### config.mk
export PLATFORM = sky130hd
export DESIGN_NAME = modular_exponentiation
export DESIGN_NICKNAME = d
export VERILOG_FILES = /design/src/design/mexp_pkg.sv /design/src/design/mexp_ctrl.sv /design/src/design/mexp_dp.sv /design/src/design/modular_exponentiation.sv
export SDC_FILE = /design/constraint.sdc
export NUM_CORES = 2
export LEC_CHECK = 0
export ABC_AREA = 1
export BUFFER_PORTS_ARGS = -buffer_cell sky130_fd_sc_hd__buf_2
export CELL_PAD_IN_SITES_DETAIL_PLACEMENT = 1
export CELL_PAD_IN_SITES_GLOBAL_PLACEMENT = 2
export CORE_ASPECT_RATIO = 1.2
export CORE_MARGIN = 2
export CORE_UTILIZATION = 31
export CTS_CLUSTER_DIAMETER = 200
export DETAILED_ROUTE_END_ITERATION = 10
export PLACE_DENSITY_LB_ADDON = 0.3
export SLEW_MARGIN = 10
export SYNTH_ARGS = -nofsm -noshare
export SYNTH_HDL_FRONTEND = slang
export SYNTH_SLANG_ARGS = --single-unit
### constraint.sdc
create_clock -name clk -period 15 [get_ports clk]
set_input_delay 1.5 -clock clk [delete_from_list [all_inputs] [get_ports clk]]
set_output_delay 1.5 -clock clk [all_outputs]
set_load 0.02 [all_outputs]
### src/design/mexp_pkg.sv
// mexp_pkg: shared types, constants and arithmetic helpers for modular exponentiation
package mexp_pkg;

  localparam int DATA_WIDTH = 64;
  localparam int CNT_W      = $clog2(DATA_WIDTH);

  typedef logic [DATA_WIDTH-1:0] word_t;
  typedef logic [CNT_W-1:0]      cnt_t;

  localparam cnt_t  CNT_LAST = cnt_t'(DATA_WIDTH - 1);
  localparam word_t WORD_ONE = word_t'(1);

  // request item
  typedef struct packed {
    logic [63:0] base;
    logic [63:0] exponent;
    logic [63:0] modulus;
  } req_item_t;

  // response item
  typedef struct packed {
    logic [63:0] power_result;
    logic        bad_modulus;
  } rsp_item_t;

  typedef enum logic [3:0] {
    ST_IDLE,
    ST_CHECK,
    ST_RED_INIT,
    ST_RED_STEP,
    ST_RED_END,
    ST_BIT_INIT,
    ST_BIT_STEP,
    ST_BIT_END,
    ST_FINISH
  } ctrl_state_t;

  typedef enum logic [2:0] {
    OP_NONE,
    OP_LOAD,
    OP_MUL_INIT,
    OP_MUL_STEP,
    OP_RED_END,
    OP_BIT_END,
    OP_FINISH
  } dp_op_t;

  typedef struct packed {
    dp_op_t op;
    logic   reduce;
  } dp_cmd_t;

  typedef struct packed {
    logic m_zero;
    logic e_zero;
    logic step_last;
    logic e_last;
  } dp_status_t;

  // (a + b) mod m for a, b below m, m nonzero
  function automatic word_t add_mod(word_t a, word_t b, word_t m);
    logic [DATA_WIDTH:0] s;
    s = {1'b0, a} + {1'b0, b};
    if (s >= {1'b0, m}) begin
      s = s - {1'b0, m};
    end
    return s[DATA_WIDTH-1:0];
  endfunction

  // one interleaved multiplier step: acc = 2*acc (+ x) mod m
  function automatic word_t mul_step(word_t acc, word_t x, logic ybit, word_t m);
    word_t d;
    d = add_mod(acc, acc, m);
    if (ybit) begin
      d = add_mod(d, x, m);
    end
    return d;
  endfunction

endpackage

### src/design/mexp_ctrl.sv
// mexp_ctrl: sequencing state machine for the square-and-multiply loop
module mexp_ctrl (
  input  logic                 clk,
  input  logic                 rst,
  input  logic                 req_valid,
  output logic                 req_stall,
  output logic                 rsp_valid,
  input  logic                 rsp_stall,
  input  mexp_pkg::dp_status_t status,
  output mexp_pkg::dp_cmd_t    cmd
);
  import mexp_pkg::*;

  ctrl_state_t state;
  ctrl_state_t state_next;
  logic        rsp_valid_next;
  logic        slot_free;

  // output slot can take a new item when empty or being drained
  assign slot_free = !rsp_valid || !rsp_stall;

  // state register and response valid
  always_ff @(posedge clk) begin
    if (rst) begin
      state     <= ST_IDLE;
      rsp_valid <= 1'b0;
    end else begin
      state     <= state_next;
      rsp_valid <= rsp_valid_next;
    end
  end

  // next state
  always_comb begin
    state_next = state;
    case (state)
      ST_IDLE: begin
        if (req_valid) state_next = ST_CHECK;
      end
      ST_CHECK: begin
        if (status.m_zero || status.e_zero) state_next = ST_FINISH;
        else state_next = ST_RED_INIT;
      end
      ST_RED_INIT: state_next = ST_RED_STEP;
      ST_RED_STEP: begin
        if (status.step_last) state_next = ST_RED_END;
      end
      ST_RED_END:  state_next = ST_BIT_INIT;
      ST_BIT_INIT: state_next = ST_BIT_STEP;
      ST_BIT_STEP: begin
        if (status.step_last) state_next = ST_BIT_END;
      end
      ST_BIT_END: begin
        if (status.e_last) state_next = ST_FINISH;
        else state_next = ST_BIT_INIT;
      end
      ST_FINISH: begin
        if (slot_free) state_next = ST_IDLE;
      end
      default: state_next = ST_IDLE;
    endcase
  end

  // outputs and datapath commands
  always_comb begin
    cmd.op         = OP_NONE;
    cmd.reduce     = 1'b0;
    req_stall      = 1'b1;
    rsp_valid_next = rsp_valid && rsp_stall;
    case (state)
      ST_IDLE: begin
        req_stall = 1'b0;
        if (req_valid) cmd.op = OP_LOAD;
      end
      ST_RED_INIT: begin
        cmd.op     = OP_MUL_INIT;
        cmd.reduce = 1'b1;
      end
      ST_RED_STEP: begin
        cmd.op     = OP_MUL_STEP;
        cmd.reduce = 1'b1;
      end
      ST_RED_END:  cmd.op = OP_RED_END;
      ST_BIT_INIT: cmd.op = OP_MUL_INIT;
      ST_BIT_STEP: cmd.op = OP_MUL_STEP;
      ST_BIT_END:  cmd.op = OP_BIT_END;
      ST_FINISH: begin
        if (slot_free) begin
          cmd.op         = OP_FINISH;
          rsp_valid_next = 1'b1;
        end
      end
      default: cmd.op = OP_NONE;
    endcase
  end

endmodule

### src/design/mexp_dp.sv
// mexp_dp: operand registers and two bit-serial modular multipliers
module mexp_dp (
  input  logic                 clk,
  input  mexp_pkg::dp_cmd_t    cmd,
  input  mexp_pkg::req_item_t  req,
  output mexp_pkg::dp_status_t status,
  output mexp_pkg::rsp_item_t  rsp
);
  import mexp_pkg::*;

  word_t b;
  word_t e;
  word_t m;
  word_t r;
  word_t acc_r;
  word_t acc_b;
  word_t y_sh;
  cnt_t  cnt;
  word_t x_b;
  word_t in_b;
  word_t in_e;
  word_t in_m;

  assign in_b = req.base[DATA_WIDTH-1:0];
  assign in_e = req.exponent[DATA_WIDTH-1:0];
  assign in_m = req.modulus[DATA_WIDTH-1:0];

  // reduction of the base runs as 1 * base mod m
  assign x_b = cmd.reduce ? WORD_ONE : b;

  // status toward the controller
  assign status.m_zero    = (m == '0);
  assign status.e_zero    = (e == '0);
  assign status.step_last = (cnt == CNT_LAST);
  assign status.e_last    = (e[DATA_WIDTH-1:1] == '0);

  // operand and multiplier registers
  always_ff @(posedge clk) begin
    case (cmd.op)
      OP_LOAD: begin
        b <= in_b;
        e <= in_e;
        m <= in_m;
        // zero exponent gives 1 unreduced, else 1 mod m
        r <= ((in_e == '0) || (in_m != WORD_ONE)) ? WORD_ONE : '0;
      end
      OP_MUL_INIT: begin
        acc_r <= '0;
        acc_b <= '0;
        y_sh  <= b;
        cnt   <= '0;
      end
      OP_MUL_STEP: begin
        acc_r <= mul_step(acc_r, r, y_sh[DATA_WIDTH-1], m);
        acc_b <= mul_step(acc_b, x_b, y_sh[DATA_WIDTH-1], m);
        y_sh  <= {y_sh[DATA_WIDTH-2:0], 1'b0};
        cnt   <= cnt + cnt_t'(1);
      end
      OP_RED_END: begin
        b <= acc_b;
      end
      OP_BIT_END: begin
        if (e[0]) r <= acc_r;
        b <= acc_b;
        e <= {1'b0, e[DATA_WIDTH-1:1]};
      end
      OP_FINISH: begin
        rsp.power_result <= 64'(status.m_zero ? '0 : r);
        rsp.bad_modulus  <= status.m_zero;
      end
      default: begin
      end
    endcase
  end

endmodule

### src/design/modular_exponentiation.sv
// modular_exponentiation: top level joining the controller and the datapath
//
//   channel | valid     | stall     | payload            | direction
//   --------+-----------+-----------+--------------------+----------
//   request | req_valid | req_stall | req  (req_item_t)  | into block
//   result  | rsp_valid | rsp_stall | rsp  (rsp_item_t)  | out of block
//
// One item at a time. A zero modulus or zero exponent goes straight from the check to
// the result. Otherwise the base is first reduced, then each exponent bit up to the
// highest set one takes one pass of the 64-step bit-serial multipliers. The result
// sits in an output register: the next item is taken while it waits; only the final
// write-back waits for a free slot. Reset is synchronous.
module modular_exponentiation (
  input  logic                clk,
  input  logic                rst,
  input  logic                req_valid,
  output logic                req_stall,
  input  mexp_pkg::req_item_t req,
  output logic                rsp_valid,
  input  logic                rsp_stall,
  output mexp_pkg::rsp_item_t rsp
);
  import mexp_pkg::*;

  dp_cmd_t    cmd;
  dp_status_t status;

  // sequencer
  mexp_ctrl u_ctrl (
    .clk       (clk),
    .rst       (rst),
    .req_valid (req_valid),
    .req_stall (req_stall),
    .rsp_valid (rsp_valid),
    .rsp_stall (rsp_stall),
    .status    (status),
    .cmd       (cmd)
  );

  // arithmetic
  mexp_dp u_dp (
    .clk    (clk),
    .cmd    (cmd),
    .req    (req),
    .status (status),
    .rsp    (rsp)
  );

endmodule

==> out/results.txt <==
Die Wd - 405.2 um
Adder-Cell Fraction of Synth Area - 8.245%
Critical Path Source Type - flop
Hold EP - u_dp.y_sh[14]
# H-tree levels - 3
Post-synth top area share - 26.03%
Placed Area - 64290 um^2
FF-to-FF Start - u_dp.m[29]
Hold Fails Final Rpt - 0
Setup Buffers After CTS - 0
Worst-margin pin slew - 1.218 ns
Final #Nets - 10773
Hold path start - u_dp.y_sh[13]
CTS tree - yes
Synth Warn # - 0
Initial antenna violation count - 45
GRT overflow - 0
Post-layout instance area - 66670 um^2
Clock-pin slew on the worst setup and hold paths - 0.06 ns
Die area - 196700 um^2
# setup viols final - 0
Rel. slew slack - 17.97%
Cell taking the most area after synthesis - edfxtp_1
Data arrival, critical path - 11.70 ns
Chip Height - 485.4 um
Hold Path Depth - 2
Share of layout cells above drive strength 1 - 6.494%
Maxcap violations - 0
Final Power - 14030 uW
Final TNS setup - 0 ns
Worst setup EP type - flop
Drt first-iter violations - 7423
Yosys reg bits - 524
Worst Clk Skew - 0.06334 ns
Global Route Usage Sum - 38.76%
Row count - 176
Outcome - complete, no violations
Largest family of logic cells by synthesized area - simple AND/OR/NAND/NOR gates
CTS sink cnt - 524
Post-CTS Resized - 0
Power Density - 210.5 nW/um^2
CP delay by family, top - simple AND/OR/NAND/NOR gates
Synth Area in XOR/XNOR - 2.823%
Post-synthesis sequential area ratio - 26.19%
First-pass GRT wire length - 532.7 mm
CP max stage cell - nand2_4
Largest net degree at the start of global routing - 84
Synth area leaders - edfxtp_1 (26%), nand2_1 (22%), inv_1 (11%)
Slew Limit Fails - 0
Fraction of the mapped netlist area in simple logic gates - 40.85%
Ys flop type - edfxtp_1
Mux cell area share after synthesis - 0.3573%
Reg2reg setup slack - 3.80 ns
Worst hold path type - reg2reg
Crit Reg-Reg Endpoint - u_dp.acc_r[53]
Clk root buf - clkbuf_16
Most used cell, CP - nand2_1
CP Class - reg2reg
Number of global-route vias before repair - 68327
Required @ worst endpoint - 15.49 ns
Asr flop ratio synth - 0%
Synthesized area per cell - 6.023 um^2
Residual DRC - 0
CP Buf/Inv Count - 8
RSZ-0062 raised after global routing - no
Final GP Congestion - 1.058
Core area - 191800 um^2
Worst path depth - 42
Pleak - 0.03481 uW
IO Port Bufs - 262
Synth cell types - 53
Area grow syn2layout - 11.34%
TritonCTS Buffers - 68
Vias - 69422
Post-synthesis compound-gate area fraction - 8.270%
I/O pins - 263
Tcrit/Tclk final - 74.68%
Cts hold-fix bufs - 0
Minimum clock period - 11.20 ns
Post-route ant nets - 0
Routed length per placed instance - 30.46 um
Syn nets - 10529
Drt pass-1 iters - 6
Worst path max stage delay - 0.79 ns
Peak supply drop - 0.0001552 V
Final wirelength - 391.1 mm
Clk buf depth - 3
DP HPWL - 332.8 mm
Critical path peak fanout - 62
Vias per inst - 5.408
Fmax - 89.27 MHz
Synthesized area - 59880 um^2
Clk_lat worst skew - 0.77 ns
EDFF count, synth - 519
R2R cell count - 42
Starting density of the core - 31.22%
Syn Inst Count - 9942
[registers in the layout (all words and copies together), names as in the netlist]
name              flops
u_dp.b               64
u_dp.acc_r           64
u_dp.acc_b           64
u_dp.rsp             65
u_dp.cnt              6
u_ctrl.rsp_valid      1
u_ctrl.state          4
u_dp.e               64
u_dp.y_sh            64
u_dp.m               64
u_dp.r               64
[worst min-delay path, stage by stage (launching register included)]
cell,delay [ns]
edfxtp_1,0.32
nand2_1,0.05
o21ai_0,0.06
[metal layers]
layer / global-route usage [%] / vias up / wire [um]
met5: 0 / - / 110
met4: 18.54 / 18 / 21670
met3: 6.961 / 531 / 32640
met2: 57.04 / 2992 / 161400
met1: 54.29 / 34128 / 175300
li1: - / 31753 / -
[cells by family (layout without fill, tap and decap cells)]
group	after synthesis	count (layout)
AND/OR/NAND/NOR	5831	5831
buffers and inverters	2055	2353
AO/OA/AOI/OAI	929	929
flip-flops	524	524
adder cells (fa/ha/maj)	391	391
XOR/XNOR	193	193
multiplexers	19	19
other	0	17
[cell usage after synthesis (61+ instances only)]
library cell and count:
and2_1 95, nor2_1 961, nor4_1 79, nor3_1 99, a21oi_1 515, o21ai_0 292, clkbuf_1 85, xor2_1 64
nand3_1 719, inv_1 1824, nand3b_1 67, nand4_1 116, ha_1 385, nand2_1 3579, o21bai_1 61, xnor2_1 129
edfxtp_1 519
[placed cells by master (no fill, tap or decap), types with 22 or more instances in the layout]
cell type	instances
nand2_1	3576
inv_1	1822
nor2_1	957
nand3_1	718
edfxtp_1	519
a21oi_1	515
ha_1	385
o21ai_0	291
buf_2	262
xnor2_1	129
nand4_1	116
nor3_1	99
and2_1	94
buf_4	88
nor4_1	79
clkbuf_16	69
nand3b_1	67
xor2_1	64
o21bai_1	61
inv_2	48
nand3_2	46
a21oi_2	22
[cell type report]
| type | instances | area (um^2) |
|---|---|---|
| fill | 25558 | 125100 |
| multi-input combinational | 7363 | 36340 |
| sequential | 524 | 15690 |
| inverter | 1879 | 7061 |
| tap | 2581 | 3229 |
| timing repair buffer | 350 | 1972 |
| clock buffer | 74 | 1755 |
| clock inverter | 50 | 585.6 |
| antenna | 17 | 42.54 |
[worst max path at each step]
stage                                from             end
after floorplan           u_ctrl.state[2]   u_dp.acc_b[0]
after global placement         u_dp.m[29]  u_dp.acc_r[53]
after detailed placement       u_dp.m[29]  u_dp.acc_r[53]
after CTS                      u_dp.m[29]  u_dp.acc_r[53]
after global routing           u_dp.m[29]  u_dp.acc_r[53]
final                          u_dp.m[29]  u_dp.acc_r[53]
[power by group]
part / total [uW] / switching [uW] / internal, uW
Combinational: 10300 / 7740 / 2610
Clock: 1810 / 802 / 1000
Sequential: 1880 / 113 / 1770
[metrics by stage]
| stage | hold slack [ns] | setup slack (ns) | util [%] | instances |
|---|---|---|---|---|
| after detailed placement | 0.4874 | 4.389 | 33.52 | 12697 |
| after global routing | 0.5444 | 3.547 | 34.75 | 12832 |
| after floorplan | 0.5000 | 4.898 | - | 9942 |
| final | 0.5299 | 3.798 | 34.76 | 12838 |
| after global placement | 0.4909 | 4.303 | 33.52 | 12697 |
| after CTS | 0.5287 | 4.334 | 34.74 | 12821 |
Power figures use the tool's default switching activity.
